### config.mk
export PLATFORM = sky130hd
export DESIGN_NAME = dbc_div
export DESIGN_NICKNAME = d
export VERILOG_FILES = /design/src/rtl/dbc_pkg.sv /design/src/rtl/dbc_div.sv
export SDC_FILE = /design/constraint.sdc
export NUM_CORES = 1
export LEC_CHECK = 0
export ABC_CLOCK_PERIOD_IN_PS = 3870
export BUFFER_PORTS_ARGS = -buffer_cell sky130_fd_sc_hd__clkbuf_2
export CORE_ASPECT_RATIO = 0.6
export CORE_UTILIZATION = 53
export CTS_CLUSTER_SIZE = 8
export DETAILED_ROUTE_END_ITERATION = 7
export GPL_TIMING_DRIVEN = 0
export MAX_ROUTING_LAYER = met4
export PLACE_DENSITY_LB_ADDON = 0.25
export SYNTH_ARGS = -nofsm -noshare
export SYNTH_HDL_FRONTEND = slang
export SYNTH_SLANG_ARGS = --single-unit
### constraint.sdc
create_clock -name clk -period 3.87 [get_ports clk]
set_input_delay 0.387 -clock clk [delete_from_list [all_inputs] [get_ports clk]]
set_output_delay 0.387 -clock clk [all_outputs]
set_load 0.02 [all_outputs]
### src/rtl/dbc_pkg.sv
// shared constants, payload structs and cell/divider status types for box clustering
`default_nettype none

package dbc_pkg;

    localparam int MAX_CLUSTERS = 16;
    localparam int COORD_BITS   = 11;
    localparam int COUNT_BITS   = 8;

    // fixed field widths of the register and the result beat
    localparam int RADIUS_W   = 8;
    localparam int MEMBER_W   = 8;
    localparam int CLUSTERS_W = 5;

    // doubled center 2x + w and the per-cluster sums
    localparam int CX2_W  = COORD_BITS + 2;
    localparam int SUM2_W = CX2_W + COUNT_BITS;
    localparam int SUMW_W = COORD_BITS + COUNT_BITS;

    // match limit 2*n*r and the width both sides are compared at
    localparam int LIM_W = COUNT_BITS + RADIUS_W + 1;
    localparam int CMP_W = (SUM2_W > LIM_W) ? SUM2_W : LIM_W;

    localparam int USED_W = $clog2(MAX_CLUSTERS + 1);
    localparam int CIDX_W = (MAX_CLUSTERS > 1) ? $clog2(MAX_CLUSTERS) : 1;

    localparam int DIV_LANES = 4;
    localparam int DIV_CNT_W = $clog2(SUM2_W + 1);

    localparam logic [COUNT_BITS-1:0] COUNT_MAX    = {COUNT_BITS{1'b1}};
    localparam logic [RADIUS_W-1:0]   RADIUS_RESET = RADIUS_W'(3);

    typedef struct packed {
        logic [COORD_BITS-1:0] rect_x;
        logic [COORD_BITS-1:0] rect_y;
        logic [COORD_BITS-1:0] rect_width;
        logic [COORD_BITS-1:0] rect_height;
        logic                  last_item;
    } rect_t;

    typedef struct packed {
        logic [COORD_BITS-1:0] box_x;
        logic [COORD_BITS-1:0] box_y;
        logic [COORD_BITS-1:0] box_width;
        logic [COORD_BITS-1:0] box_height;
        logic [MEMBER_W-1:0]   member_count;
        logic [CLUSTERS_W-1:0] clusters_used;
        logic                  overflow;
    } box_t;

    // rectangle as seen by the cells
    typedef struct packed {
        logic [CX2_W-1:0]      cx2;
        logic [CX2_W-1:0]      cy2;
        logic [COORD_BITS-1:0] w;
        logic [COORD_BITS-1:0] h;
    } item_t;

    // best cluster so far, handed down the chain during the decision scan
    typedef struct packed {
        logic [COUNT_BITS-1:0] count;
        logic [SUM2_W-1:0]     sx;
        logic [SUM2_W-1:0]     sy;
        logic [SUMW_W-1:0]     sw;
        logic [SUMW_W-1:0]     sh;
    } best_t;

    typedef struct packed {
        logic done;
        logic opened;
        logic dropped;
    } srch_evt_t;

    typedef struct packed {
        logic busy;
        logic done;
    } div_stat_t;

    typedef logic [DIV_LANES-1:0][SUM2_W-1:0] div_word_t;

endpackage

`default_nettype wire

### src/rtl/dbc_div.sv
// four-lane restoring divider sharing one divisor, one quotient bit per cycle
`default_nettype none

module dbc_div (
    input  logic                           clk,
    input  logic                           rst_n,
    input  logic                           start,
    input  dbc_pkg::div_word_t             dividend,
    input  logic [dbc_pkg::COUNT_BITS-1:0] divisor,
    output dbc_pkg::div_word_t             quotient,
    output dbc_pkg::div_stat_t             stat
);

    import dbc_pkg::*;

    div_word_t                             q_reg, q_next;
    logic [DIV_LANES-1:0][COUNT_BITS-1:0]  rem_reg, rem_next;
    logic [COUNT_BITS-1:0]                 d_reg, d_next;
    logic [DIV_CNT_W-1:0]                  cnt_reg, cnt_next;
    logic                                  busy_reg, busy_next;
    logic                                  done_reg, done_next;

    logic [DIV_LANES-1:0][COUNT_BITS:0]    shifted;
    logic [DIV_LANES-1:0]                  ge;

    always_comb
    begin
        for (int l = 0; l < DIV_LANES; l++)
        begin
            shifted[l] = {rem_reg[l], q_reg[l][SUM2_W-1]};
            ge[l]      = shifted[l] >= {1'b0, d_reg};
        end
    end

    always_comb
    begin
        q_next    = q_reg;
        rem_next  = rem_reg;
        d_next    = d_reg;
        cnt_next  = cnt_reg;
        busy_next = busy_reg;
        done_next = done_reg;

        if (start)
        begin
            q_next    = dividend;
            rem_next  = '0;
            d_next    = divisor;
            cnt_next  = DIV_CNT_W'(SUM2_W);
            busy_next = 1'b1;
            done_next = 1'b0;
        end
        else if (busy_reg)
        begin
            for (int l = 0; l < DIV_LANES; l++)
            begin
                rem_next[l] = ge[l] ? COUNT_BITS'(shifted[l] - {1'b0, d_reg})
                                    : shifted[l][COUNT_BITS-1:0];
                q_next[l]   = {q_reg[l][SUM2_W-2:0], ge[l]};
            end
            cnt_next = cnt_reg - DIV_CNT_W'(1);
            if (cnt_reg == DIV_CNT_W'(1))
            begin
                busy_next = 1'b0;
                done_next = 1'b1;
            end
        end
    end

    always_ff @(posedge clk or negedge rst_n)
    begin
        if (!rst_n)
        begin
            cnt_reg  <= '0;
            busy_reg <= 1'b0;
            done_reg <= 1'b0;
        end
        else
        begin
            cnt_reg  <= cnt_next;
            busy_reg <= busy_next;
            done_reg <= done_next;
        end
    end

    always_ff @(posedge clk)
    begin
        q_reg   <= q_next;
        rem_reg <= rem_next;
        d_reg   <= d_next;
    end

    assign quotient  = q_reg;
    assign stat.busy = busy_reg;
    assign stat.done = done_reg;

endmodule

`default_nettype wire

==> Flow_metrics.wiki <==
{| class="wikitable"
! Metric !! Value
|-
| Run status || finished, final reports clean
|-
| Share of the cycle needed by the critical path after routing || just under 70%
|-
| P&R area growth vs syn || 25.26%
|-
| Global-route wire length before repair || ~26 mm
|-
| Proportion of netlist area held by the largest area contributor || about two fifths
|-
| Final ANT Viol Nets || 0
|-
| Max rail drop VDD || between 0.3 and 0.4 mV
|-
| Setup repair after global routing missed its margin || no
|-
| Antenna violations before repair || 0
|-
| Main area contributors after synthesis || sky130_fd_sc_hd__edfxtp_1, sky130_fd_sc_hd__mux2_2, sky130_fd_sc_hd__dfxtp_1
|-
| Area of the core || roughly 12,000 um^2
|-
| DPL Wire Length || 12.57 mm
|-
| Post-route minimum period || roughly 2.6 ns
|-
| Type of origin of the critical path || flop
|-
| Max-cap violations || 0
|-
| Clock tree from TritonCTS || done
|-
| # IOs || around 180
|-
| Net count of the finished layout || about 890
|-
| Global routing met3 resource utilization || slightly below 7%
|-
| Classification of the worst setup path || flop to flop
|-
| Peak clock frequency supported by timing || roughly 380 MHz
|-
| Row count || 31
|-
| Most frequent cell after synthesis || sky130_fd_sc_hd__edfxtp_1
|-
| Area enclosed by the die boundary || roughly 13,000 um^2
|-
| Element type at the critical path end || flop
|-
| Yosys reg bits || between 100 and 150
|-
| Fraction of the yosys area taken by sequential cells || 52.38%
|-
| Initial Utilization || a little under three fifths
|-
| Worst slew margin relative to its limit || 39.06%
|-
| Most used flip-flop cell after synthesis || sky130_fd_sc_hd__edfxtp_1
|-
| Arrival time of the worst setup path || 2.97 ns
|-
| Final slew viol count || 0
|-
| First-iteration detailed-routing DRC count || 352
|-
| Root Driver || sky130_fd_sc_hd__clkbuf_16
|-
| Synth cell types || 59
|-
| Aggregate global routing overflow || 0
|-
| Setup violators final || 0
|-
| Routed WL per cell || 17.98 um
|-
| Post-CTS setup buffer count || 0
|-
| Number of global-route vias before repair || 5,211
|-
| Clk sinks || roughly 130
|-
| Number of buffers created by CTS || 17
|-
| Die X || 148.6 um
|-
| H-tree depth || 4
|-
| Detailed-route wire length || ~17 mm
|-
| Final Hold Violating Endpoints || 0
|-
| Synthesized area per cell || ~12 um^2
|-
| Synth Net Count || 685
|-
| Top post-synthesis cells by count || sky130_fd_sc_hd__edfxtp_1, sky130_fd_sc_hd__mux2_2, sky130_fd_sc_hd__ha_1, sky130_fd_sc_hd__o21ai_0, sky130_fd_sc_hd__dfxtp_1
|-
| Clock buffer depth || 2
|-
| Vertical extent of the die || 89.94 um
|-
| Setup clock skew after layout || a little under 0.009 ns
|-
| Max FFs per register || 84
|-
| Leakage || between 0.003 and 0.004 uW
|-
| Number of synthesized flops with an enable pin || ~90
|-
| Met1 Resource Use GR || 35.47%
|-
| Post_cts resized || 0
|-
| Routability cong. || slightly above 0.9
|-
| Ratio of routed vias to standard cells || about 5.6
|-
| Post-Route Hold Slack || 0.1460 ns
|-
| Met2 track demand over resource in global routing || between 40% and 50%
|-
| First drt pass iteration count || 5
|-
| Placed standard-cell area || ~8000 um^2
|-
| Clock transition at the register clock pins on the worst setup and hold paths after CTS || roughly 0.060 ns
|-
| Later-pin clock latency in the skew report || 0.41 ns
|-
| IO buf count || 180
|-
| Class of the worst hold path || input pin to flop
|-
| Via count || around 5,200
|-
| Actual slew at the worst max-slew pin || ~0.91 ns
|-
| Most crowded layer after global routing || met2
|-
| Count of unresolved DRC violations after routing || 0
|-
| Pwr/cell area || 627.9 nW/um^2
|-
| Fraction of layout instances using a drive strength above 1 || approximately two fifths
|-
| Fraction of synthesis flops using an asynchronous set or reset pin || 5.344%
|-
| CTS Hold Buffers Added || 1
|-
| Finished Cell Area || roughly 8600 um^2
|-
| Worst path required time || roughly 4.2 ns
|-
| Synthesized netlist cell count || roughly 550
|-
| Pin count of the biggest net entering global routing || 76
|-
| Antenna Diode Count || 0
|-
| Cell type with the highest aggregate area in the netlist || sky130_fd_sc_hd__edfxtp_1
|-
| Biggest fanout along the worst timing path || 10
|-
| Synthesized area || around 6800 um^2
|-
| Global-route usage over all layers || about a quarter
|-
| Synth warnings || 0
|}
power by group:
group          leakage, uW  total, uW  switching (uW)  internal [uW]
logic              0.00216       1840            1030            809
registers          0.00131       1970             177           1790
clock network     0.000272       1570             648            918
path summary, 6_finish.rpt:
| check | startpoint | endpoint | slack (ns) | cells after the start |
|---|---|---|---|---|
| worst max-delay path | d_reg[1] | rem_reg[0] | 1.24 | 8 |
| worst min register to register | rem_reg[7] | rem_reg[7] | 0.46 | 2 |
| worst max register to register | d_reg[1] | rem_reg[0] | 1.24 | 8 |
| max in group asynchronous | rst_n | cnt_reg[4] | 3.35 | 2 |
| min in group asynchronous | rst_n | cnt_reg[2] | 0.34 | 2 |
| worst min-delay path | divisor[7] | d_reg[7] | 0.15 | 1 |
critical path, cell delays in order (launching register included):
cell                       delay [ns]
sky130_fd_sc_hd__edfxtp_1        0.59
sky130_fd_sc_hd__inv_1           0.26
sky130_fd_sc_hd__ha_1            0.38
sky130_fd_sc_hd__nor2b_1         0.20
sky130_fd_sc_hd__o31a_1          0.19
sky130_fd_sc_hd__nor2_1          0.09
sky130_fd_sc_hd__o21ai_4         0.36
sky130_fd_sc_hd__mux2_2          0.39
sky130_fd_sc_hd__o22ai_1         0.09
metal layers:
metal,vias up,part of all wire (%)
li1,2492,-
met3,22,6.5
met1,2543,46
met4,0,1.1
met2,183,46
met5,-,0
cell families (layout without fill, tap and decap cells):
logic type | Yosys count | after routing | share of synthesized area (%)
buf+inv | 46 | 260 | 2.875
mux | 99 | 99 | 16.14
simple gates | 115 | 115 | 8.590
compound gates | 109 | 109 | 10.82
flops | 131 | 131 | 52.38
fa+ha+maj | 38 | 38 | 7.399
xor+xnor | 14 | 14 | 1.795
layout make-up:
type                    instances  area (um^2)
fillers                       875         3739
flip-flops and latches        131         3578
multi-input cells             375         3057
repair buffers                182        938.4
clock buffers                  18        439.2
well taps                     165        206.4
clock inverters                14        138.9
plain buffers                  23        110.1
inverters                      23        88.84
stage by stage:
| step | setup WS, ns | instances | power, uW | setup TNS [ns] | utilization, % |
|---|---|---|---|---|---|
| 6_report | 1.237 | 931 | 5373 | 0 | 69.59 |
| 5_1_grt | 1.071 | 931 | 5664 | 0 | 69.59 |
| 4_1_cts | 1.281 | 931 | 5382 | 0 | 69.59 |
| 3_5_place_dp | 1.077 | 898 | 3800 | 0 | 64.81 |
| 3_3_place_gp | -0.4753 | 897 | 3722 | -39.57 | 64.57 |
| 2_1_floorplan | 0.9683 | 552 | 3301 | 0 | - |
layout by cell type (no fill, tap or decap), types with 13 or more instances in the layout:
cell and count:
sky130_fd_sc_hd__nor2_1 30, sky130_fd_sc_hd__clkbuf_2 180, sky130_fd_sc_hd__clkbuf_16 17, sky130_fd_sc_hd__nand2_1 26
sky130_fd_sc_hd__ha_1 34, sky130_fd_sc_hd__mux2_2 85, sky130_fd_sc_hd__clkbuf_1 14, sky130_fd_sc_hd__inv_1 22
sky130_fd_sc_hd__edfxtp_1 92, sky130_fd_sc_hd__mux2i_1 13, sky130_fd_sc_hd__a21oi_1 15, sky130_fd_sc_hd__o21ai_0 34
sky130_fd_sc_hd__dfxtp_1 32
No activity file was read; power rests on OpenSTA's default activity.
