### src/rtl/dbc_pkg.sv
// shared constants, payload structs and cell/divider status types for box clustering
`default_nettype none

package dbc_pkg;

    localparam int MAX_CLUSTERS = 16;
    localparam int COORD_BITS   = 11;
    localparam int COUNT_BITS   = 8;

    // fixed field widths of the register and the result beat
    localparam int RADIUS_W   = 8;
    localparam int MEMBER_W   = 8;
    localparam int CLUSTERS_W = 5;

    // doubled center 2x + w and the per-cluster sums
    localparam int CX2_W  = COORD_BITS + 2;
    localparam int SUM2_W = CX2_W + COUNT_BITS;
    localparam int SUMW_W = COORD_BITS + COUNT_BITS;

    // match limit 2*n*r and the width both sides are compared at
    localparam int LIM_W = COUNT_BITS + RADIUS_W + 1;
    localparam int CMP_W = (SUM2_W > LIM_W) ? SUM2_W : LIM_W;

    localparam int USED_W = $clog2(MAX_CLUSTERS + 1);
    localparam int CIDX_W = (MAX_CLUSTERS > 1) ? $clog2(MAX_CLUSTERS) : 1;

    localparam int DIV_LANES = 4;
    localparam int DIV_CNT_W = $clog2(SUM2_W + 1);

    localparam logic [COUNT_BITS-1:0] COUNT_MAX    = {COUNT_BITS{1'b1}};
    localparam logic [RADIUS_W-1:0]   RADIUS_RESET = RADIUS_W'(3);

    typedef struct packed {
        logic [COORD_BITS-1:0] rect_x;
        logic [COORD_BITS-1:0] rect_y;
        logic [COORD_BITS-1:0] rect_width;
        logic [COORD_BITS-1:0] rect_height;
        logic                  last_item;
    } rect_t;

    typedef struct packed {
        logic [COORD_BITS-1:0] box_x;
        logic [COORD_BITS-1:0] box_y;
        logic [COORD_BITS-1:0] box_width;
        logic [COORD_BITS-1:0] box_height;
        logic [MEMBER_W-1:0]   member_count;
        logic [CLUSTERS_W-1:0] clusters_used;
        logic                  overflow;
    } box_t;

    // rectangle as seen by the cells
    typedef struct packed {
        logic [CX2_W-1:0]      cx2;
        logic [CX2_W-1:0]      cy2;
        logic [COORD_BITS-1:0] w;
        logic [COORD_BITS-1:0] h;
    } item_t;

    // best cluster so far, handed down the chain during the decision scan
    typedef struct packed {
        logic [COUNT_BITS-1:0] count;
        logic [SUM2_W-1:0]     sx;
        logic [SUM2_W-1:0]     sy;
        logic [SUMW_W-1:0]     sw;
        logic [SUMW_W-1:0]     sh;
    } best_t;

    typedef struct packed {
        logic done;
        logic opened;
        logic dropped;
    } srch_evt_t;

    typedef struct packed {
        logic busy;
        logic done;
    } div_stat_t;

    typedef logic [DIV_LANES-1:0][SUM2_W-1:0] div_word_t;

endpackage

`default_nettype wire

### src/rtl/dbc_cell.sv
// one cluster cell: holds sums and count, tests the passing rectangle, joins the best scan
`default_nettype none

module dbc_cell (
    input  logic                         clk,
    input  logic                         rst_n,
    input  logic [dbc_pkg::CIDX_W-1:0]   idx,
    input  logic [dbc_pkg::USED_W-1:0]   used,
    input  logic [dbc_pkg::RADIUS_W-1:0] radius,
    input  dbc_pkg::item_t               item,
    input  logic                         srch_tok_in,
    output logic                         srch_tok_out,
    output dbc_pkg::srch_evt_t           evt,
    input  logic                         scan_tok_in,
    input  dbc_pkg::best_t               best_in,
    output logic                         scan_tok_out,
    output dbc_pkg::best_t               best_out
);

    import dbc_pkg::*;

    logic [SUM2_W-1:0]     sx_reg, sx_next;
    logic [SUM2_W-1:0]     sy_reg, sy_next;
    logic [SUMW_W-1:0]     sw_reg, sw_next;
    logic [SUMW_W-1:0]     sh_reg, sh_next;
    logic [COUNT_BITS-1:0] cnt_reg, cnt_next;
    logic                  srch_tok_reg, srch_tok_next;
    logic                  scan_tok_reg, scan_tok_next;
    best_t                 best_reg, best_next;

    logic                          in_use;
    logic [COUNT_BITS+RADIUS_W-1:0] n_r;
    logic [LIM_W-1:0]              lim;
    logic                          hit;
    logic                          take;

    // |sum - n*c2| < lim, all exact
    function automatic logic axis_close(
        input logic [SUM2_W-1:0]     sum,
        input logic [COUNT_BITS-1:0] n,
        input logic [CX2_W-1:0]      c2,
        input logic [LIM_W-1:0]      limit
    );
        logic [SUM2_W-1:0]        prod;
        logic signed [SUM2_W:0]   diff;
        logic [SUM2_W-1:0]        mag;
        prod = {{CX2_W{1'b0}}, n} * {{COUNT_BITS{1'b0}}, c2};
        diff = $signed({1'b0, sum}) - $signed({1'b0, prod});
        mag  = diff[SUM2_W] ? SUM2_W'(-diff) : diff[SUM2_W-1:0];
        return CMP_W'(mag) < CMP_W'(limit);
    endfunction

    assign in_use = USED_W'(idx) < used;
    assign n_r    = {{RADIUS_W{1'b0}}, cnt_reg} * {{COUNT_BITS{1'b0}}, radius};
    assign lim    = {n_r, 1'b0};
    assign hit    = axis_close(sx_reg, cnt_reg, item.cx2, lim)
                 && axis_close(sy_reg, cnt_reg, item.cy2, lim);
    assign take   = in_use && (cnt_reg > best_in.count);

    always_comb
    begin
        sx_next       = sx_reg;
        sy_next       = sy_reg;
        sw_next       = sw_reg;
        sh_next       = sh_reg;
        cnt_next      = cnt_reg;
        srch_tok_next = 1'b0;
        evt           = '0;

        if (srch_tok_in)
        begin
            if (!in_use)
            begin
                // first free cell opens a new cluster
                sx_next    = SUM2_W'(item.cx2);
                sy_next    = SUM2_W'(item.cy2);
                sw_next    = SUMW_W'(item.w);
                sh_next    = SUMW_W'(item.h);
                cnt_next   = COUNT_BITS'(1);
                evt.done   = 1'b1;
                evt.opened = 1'b1;
            end
            else if (hit)
            begin
                evt.done = 1'b1;
                if (cnt_reg == COUNT_MAX)
                begin
                    evt.dropped = 1'b1;
                end
                else
                begin
                    sx_next  = sx_reg + SUM2_W'(item.cx2);
                    sy_next  = sy_reg + SUM2_W'(item.cy2);
                    sw_next  = sw_reg + SUMW_W'(item.w);
                    sh_next  = sh_reg + SUMW_W'(item.h);
                    cnt_next = cnt_reg + COUNT_BITS'(1);
                end
            end
            else
            begin
                srch_tok_next = 1'b1;
            end
        end
    end

    always_comb
    begin
        best_next     = best_reg;
        scan_tok_next = scan_tok_in;
        if (scan_tok_in)
        begin
            // strictly larger only, so an earlier cluster keeps a tie
            if (take)
            begin
                best_next.count = cnt_reg;
                best_next.sx    = sx_reg;
                best_next.sy    = sy_reg;
                best_next.sw    = sw_reg;
                best_next.sh    = sh_reg;
            end
            else
            begin
                best_next = best_in;
            end
        end
    end

    always_ff @(posedge clk or negedge rst_n)
    begin
        if (!rst_n)
        begin
            srch_tok_reg <= 1'b0;
            scan_tok_reg <= 1'b0;
        end
        else
        begin
            srch_tok_reg <= srch_tok_next;
            scan_tok_reg <= scan_tok_next;
        end
    end

    always_ff @(posedge clk)
    begin
        sx_reg   <= sx_next;
        sy_reg   <= sy_next;
        sw_reg   <= sw_next;
        sh_reg   <= sh_next;
        cnt_reg  <= cnt_next;
        best_reg <= best_next;
    end

    assign srch_tok_out = srch_tok_reg;
    assign scan_tok_out = scan_tok_reg;
    assign best_out     = best_reg;

endmodule

`default_nettype wire

### config.mk
export PLATFORM = sky130hd
export DESIGN_NAME = dbc_cell
export DESIGN_NICKNAME = d
export VERILOG_FILES = /design/src/rtl/dbc_pkg.sv /design/src/rtl/dbc_cell.sv
export SDC_FILE = /design/constraint.sdc
export NUM_CORES = 1
export LEC_CHECK = 0
export ABC_AREA = 1
export BUFFER_PORTS_ARGS = -buffer_cell sky130_fd_sc_hd__buf_2
export CORE_ASPECT_RATIO = 0.7
export CORE_UTILIZATION = 55
export CTS_CLUSTER_SIZE = 30
export DETAILED_ROUTE_END_ITERATION = 6
export GPL_TIMING_DRIVEN = 0
export PLACE_DENSITY_LB_ADDON = 0.2
export SLEW_MARGIN = 20
export SYNTH_ARGS = -nofsm -noshare
export SYNTH_HDL_FRONTEND = slang
export SYNTH_SLANG_ARGS = --single-unit
### constraint.sdc
create_clock -name clk -period 15.57 [get_ports clk]
set_input_delay 0 -clock clk [delete_from_list [all_inputs] [get_ports clk]]
set_output_delay 0 -clock clk [all_outputs]
set_load 0.05 [all_outputs]
==> flow_summary.ini, run 1 <==
[global_routing]
grt_max_degree = 58
grt.total_usage_pct = 34.8
grt_pass1_wl_um = 112000
grt_pass1_vias = 20900
antenna_found_initial = 11
grt-ovfl-total = 0

[sta]
timing.hold.ws_ns = 0.0440
tightest_slew_ns = 1.17
min_period_ns = 9.88
max_freq_mhz = 101
clock_skew_ns = 0.0127
min_period_over_period_pct = 63.5
rsz0062_at_grt = false
relSlewSlack_pct = 22.2
finalHoldViolCount = 0
tns_ns = 0
finalSetupViolations = 0
slew_viol_final = 0
worst_slack_ns = 5.69

[critical_path]
arrival_ns = 10.03
crit_top_cell = nand2_1
critPathKind = reg -> reg
critPathBufInv = 7
crit_fanout = 23
cp_slowest_stage_delay_ns = 0.83
worstSetupEndpointType = flip-flop
startpoint_type = flip-flop
cp_slowest_cell = buf_1
cp.required_ns = 15.72
worst_path_dominant_cell_family = adder cells

[clock_network]
cts_tree = done
htree_levels = 4
cts_root_buffer = clkbuf_16
cts-buffers-inserted = 17
ctsResizeCount = 0
post-cts-setup-buffers = 0
path_clk_slew_ns = 0.08
ctsHoldBuffers = 114
clockBufferDepth = 2
clk_latency_ns = 0.45
cts.sinks = 178

[route]
firstDrtPassIters = 7
wl_um = 72100
first_iter_violations = 2124
route.vias.total = 21500
routed_via_density = 5.50
antenna_left = 0
drc = 14
wl_per_cell_um = 18.5

[floorplan]
die_w_um = 245
start_util_pct = 56.5
die_h_um = 172
ios = 250
core_um2 = 40200
rows = 61
die_area_um2 = 42100

[finish]
largest_reg_flops = 88
final_cell_mix = nand2_1, inv_1, buf_2
fin_util_pct = 65.9
fillCellCount = 3374
layout-drive-gt1-share_pct = 10.6
multi_input_area_um2 = 14400
fin_nets = 3934
layout_commonest_cell = nand2_1
seq_area_um2 = 5340
area_growth_pct = 16.7

[outcome]
status = complete, but fails checks
violations = design-rule violations

[power]
p_per_area_nw_per_um2 = 193
vdd_drop_max_mv = 0.176
leakage_nw = 14.2
total_power_mw = 5.11

[yosys]
ys_ff_latch = 178
synth_edf_count = 176
synth_area_um2 = 22700
synthArstFlopShare_pct = 1.12
syn_nets = 3556
syn_inst = 2971
syn_area_per_cell_um2 = 7.65
synth_flop_cell = edfxtp_1
yosysWarningCount = 0
yosysSeqAreaShare_pct = 23.5
ys_types = 49

[run]
max_cap_viol_count = 0

[hold_path]
hp-class = in -> reg

[placement]
gp_congestion = 0.993
pre_cts_ws_ns = 5.98
hpwlAfterDp_um = 56600
port_buffers = 241
worst min-delay path: stages:
cell	delay [ns]
buf_2	0.14
ha_1	0.14
nand2_1	0.05
nand2_1	0.05
final timing paths:
| path | from | endpoint | slack [ns] | cells past startpoint |
|---|---|---|---|---|
| worst max-delay path | cnt_reg[6] | sy_reg[19] | 5.69 | 36 |
| worst min-delay path | item[35] | sx_reg[0] | 0.04 | 4 |
| worst max register to register | cnt_reg[6] | sy_reg[19] | 5.69 | 36 |
| worst min register to register | sh_reg[3] | best_out[3] | 0.61 | 1 |
| max in group asynchronous | rst_n | scan_tok_out | 14.98 | 3 |
| min in group asynchronous | rst_n | srch_tok_out | 0.44 | 3 |
cells in the mapped netlist (27+ instances only):
| cell | number | share of area, % |
|---|---|---|
| nand2_1 | 812 | 13 |
| inv_1 | 697 | 12 |
| ha_1 | 220 | 12 |
| fa_1 | 208 | 18 |
| edfxtp_1 | 176 | 23 |
| o21ai_0 | 148 | 3.3 |
| nor2_1 | 132 | 2.2 |
| a21oi_1 | 129 | 2.8 |
| nand3_1 | 89 | 2.0 |
| clkbuf_1 | 59 | 0.97 |
| xor2_1 | 53 | 2.0 |
| xnor2_1 | 34 | 1.3 |
| mux2_2 | 30 | 1.5 |
| nand4_1 | 27 | 0.74 |
power breakdown:
group | internal [mW] | switching (mW)
Clock | 0.271 | 0.210
Combinational | 1.41 | 2.61
Sequential | 0.587 | 0.0211
final cells by class:
type / instances / area share, %
buffer: 98 / 1.48
sequential: 178 / 20.1
inverter: 700 / 9.91
timing repair buffer: 359 / 9.25
clock inverter: 15 / 0.779
antenna: 11 / 0.104
clock buffer: 17 / 1.60
multi-input combinational: 1995 / 54.2
tap: 535 / 2.53
per-layer routing:
| metal | global-route usage, % | wire, um | vias to the layer above |
|---|---|---|---|
| li1 | - | - | 9922 |
| met5 | 0 | 9 | - |
| met3 | 9.06 | 8440 | 194 |
| met4 | 14.9 | 2980 | 2 |
| met2 | 52.3 | 31000 | 1252 |
| met1 | 47.4 | 29700 | 10100 |
stage by stage:
stage	std cells	area [um2]
2_1_floorplan	2971	22700
3_3_place_gp	3747	24600
3_5_place_dp	3751	24700
4_1_cts	3897	26500
5_1_grt	3906	26500
6_report	3908	26500
logic make-up (layout without fill, tap and decap cells):
kind of cell	count (synthesis)	count (layout)	synth area share, %
fa+ha+maj	428	428	30.4
simple gates	1125	1125	20.3
mux	30	30	1.49
other cells	0	11	0
compound gates	325	325	7.66
flops	178	178	23.5
xor+xnor	87	87	3.35
buf+inv	798	1189	13.3
Note: power is estimated with default switching activity, not from simulation.
==> inputs of run 2 (changes only) <==
Settings changed: ABC_AREA 1 to 0.
Clock period 15.57 ns to 9.3 ns, I/O delays scaled along.
==> flow_summary.ini, run 2 <==
[placement]
pre_cts_ws_ns = -1.32
gp_congestion = 0.948
port_buffers = 249
hpwlAfterDp_um = 51400
place_area_um2 = 24500
dp_cells = 3228

[clock_network]
clk_latency_ns = 0.46
cts_root_buffer = clkbuf_16
cts_tree = done
clockBufferDepth = 2
htree_levels = 4
path_clk_slew_ns = 0.07
cts-buffers-inserted = 17
cts.sinks = 178

[critical_path]
crit_fanout = 10
arrival_ns = 8.97
cp_slowest_stage_delay_ns = 0.65
crit_top_cell = fa_1
cp.required_ns = 9.30
startpoint_type = flip-flop
worstSetupEndpointType = output port
critPathKind = reg -> out
cp_slowest_cell = or4_4

[yosys]
netlist_top_cells_count = inv_1, nand2_1, ha_1
synth_area_um2 = 22500
yosys-top-cells-area = edfxtp_1, fa_1, ha_1, inv_1, and2_1
synth_flop_cell = edfxtp_1
ys_types = 82
synth_edf_count = 176
yosysTopAreaCellShare_pct = 23.5
synthArstFlopShare_pct = 1.12
synth_top_area_cell = edfxtp_1
syn_area_per_cell_um2 = 9.23
syn_inst = 2440
yosysWarningCount = 0
syn_nets = 3025
yosysSeqAreaShare_pct = 23.7
ys_ff_latch = 178
yosysMostFrequentCell = inv_1

[finish]
fin_util_pct = 66.3
area_growth_pct = 17.9
layout-drive-gt1-share_pct = 16.2
fin_nets = 3414
largest_reg_flops = 88
finalInstanceArea_um2 = 26600
final_cell_mix = inv_1, buf_2, nand2_1
fillCellCount = 3115
layout_commonest_cell = inv_1
fin_cells = 3379

[route]
firstDrtPassIters = 6
wl_per_cell_um = 19.9
met2_length_um = 29900
wl_met1_um = 28600
wl_met3_um = 6700
wl_um = 67100
route.vias.total = 19700
first_iter_violations = 1925
drc = 0
routed_via_density = 5.84
antenna_left = 0
top_layer = met4

[power]
vdd_drop_max_mv = 0.278
leakage_nw = 12.2
pwr-share-clk_pct = 8.7
p_per_area_nw_per_um2 = 343
internal_power_mw = 4.32
p_comb_share_pct = 79.9
p_seq_share_pct = 11.3
total_power_mw = 9.11
p_switching_mw = 4.79
p_sw_share_pct = 52.6

[floorplan]
ios = 250
die_w_um = 244
die_area_um2 = 41800
die_h_um = 171
start_util_pct = 56.2
core_um2 = 40100
rows = 61

[hold_path]
hp-class = in -> reg

[sta]
finalHoldViolCount = 0
timing.hold.ws_ns = 0.0347
finalSetupViolations = 0
min_period_over_period_pct = 96.4
min_period_ns = 8.97
worst_slack_ns = 0.332
relSlewSlack_pct = 16.1
slew_viol_final = 0
clock_skew_ns = 0.0121
tightest_slew_ns = 1.25
tns_ns = 0
max_freq_mhz = 112

[global_routing]
antenna_found_initial = 1
grt-ovfl-total = 0
grt_pass1_wl_um = 103000
grt_pass1_vias = 19000
grt_max_degree = 57
grt.total_usage_pct = 31.7

[run]
max_cap_viol_count = 0

[outcome]
status = complete, no violations
## run 2: kinds of logic (layout without fill, tap and decap cells)
family | Yosys count | in the layout | share of synthesized area, %
AOI/OAI and AO/OA | 410 | 411 | 11.9
xor gates and xnor gates | 116 | 116 | 4.51
adders and majority gates | 428 | 428 | 30.7
buffers and inverters | 477 | 878 | 8.02
DFF | 178 | 178 | 23.7
muxes | 90 | 90 | 4.45
other | 0 | 2 | 0
and+or+nand+nor | 741 | 741 | 16.8
## run 2: per-layer routing
layer | up-vias | global-route usage [%]
met2 | 964 | 48.5
li1 | 9002 | -
met3 | 145 | 6.40
met1 | 9624 | 45.2
met5 | - | 0
met4 | 0 | 9.89
## run 2: area by class of cell
type                            count  area [um2]  share of cell area, %
Inverter                          385        1450                   5.44
Sequential cell                   178        5340                   20.1
Timing Repair Buffer              376        2560                   9.63
Clock inverter                     11         175                  0.660
Buffer                             85         412                   1.55
Antenna cell                        2        5.00                 0.0188
Multi-Input combinational cell   1786       15500                   58.4
Tap cell                          535         669                   2.52
Clock buffer                       21         440                   1.66
## run 2: path summary, 6_finish.rpt
path / from / end / slack [ns] / depth (start not counted)
setup / recovery: cnt_reg[1] / evt[2] / 0.33 / 31
setup reg to reg: cnt_reg[1] / sx_reg[13] / 0.35 / 32
hold reg to reg: sw_reg[2] / best_out[21] / 0.59 / 1
min in group asynchronous: rst_n / srch_tok_out / 0.41 / 3
max in group asynchronous: rst_n / scan_tok_out / 8.77 / 3
hold / removal: item[30] / sy_reg[8] / 0.03 / 3
## run 2: power by group through the flow
stage	registers [mW]	logic, mW	clock network (mW)
finish	1.03	7.28	0.794
CTS	1.03	6.98	0.795
global route	1.04	8.06	0.823
floorplan	1.16	5.13	0
global placement	1.05	6.69	0
detailed placement	1.05	6.84	0
## run 2: repair_timing
| action | 4_1_cts | 5_1_grt |
|---|---|---|
| hold buffers | 114 | 0 |
| endpoints found under the hold margin | 114 | 0 |
| pin swaps | 1 | 4 |
| setup endpoints to repair | 91 | 91 |
| resized for setup | 34 | 61 |
| setup buffers | 2 | 7 |
| cloned | 1 | 0 |
## run 2: worst max-delay path: cells and delay by family, from the launching register on
kind / cells / cell delay [ns]
flops: 1 / 0.46
xor+xnor: 1 / 0.23
buf+inv: 7 / 1.10
compound gates: 9 / 1.87
simple gates: 8 / 2.08
fa+ha+maj: 6 / 2.75
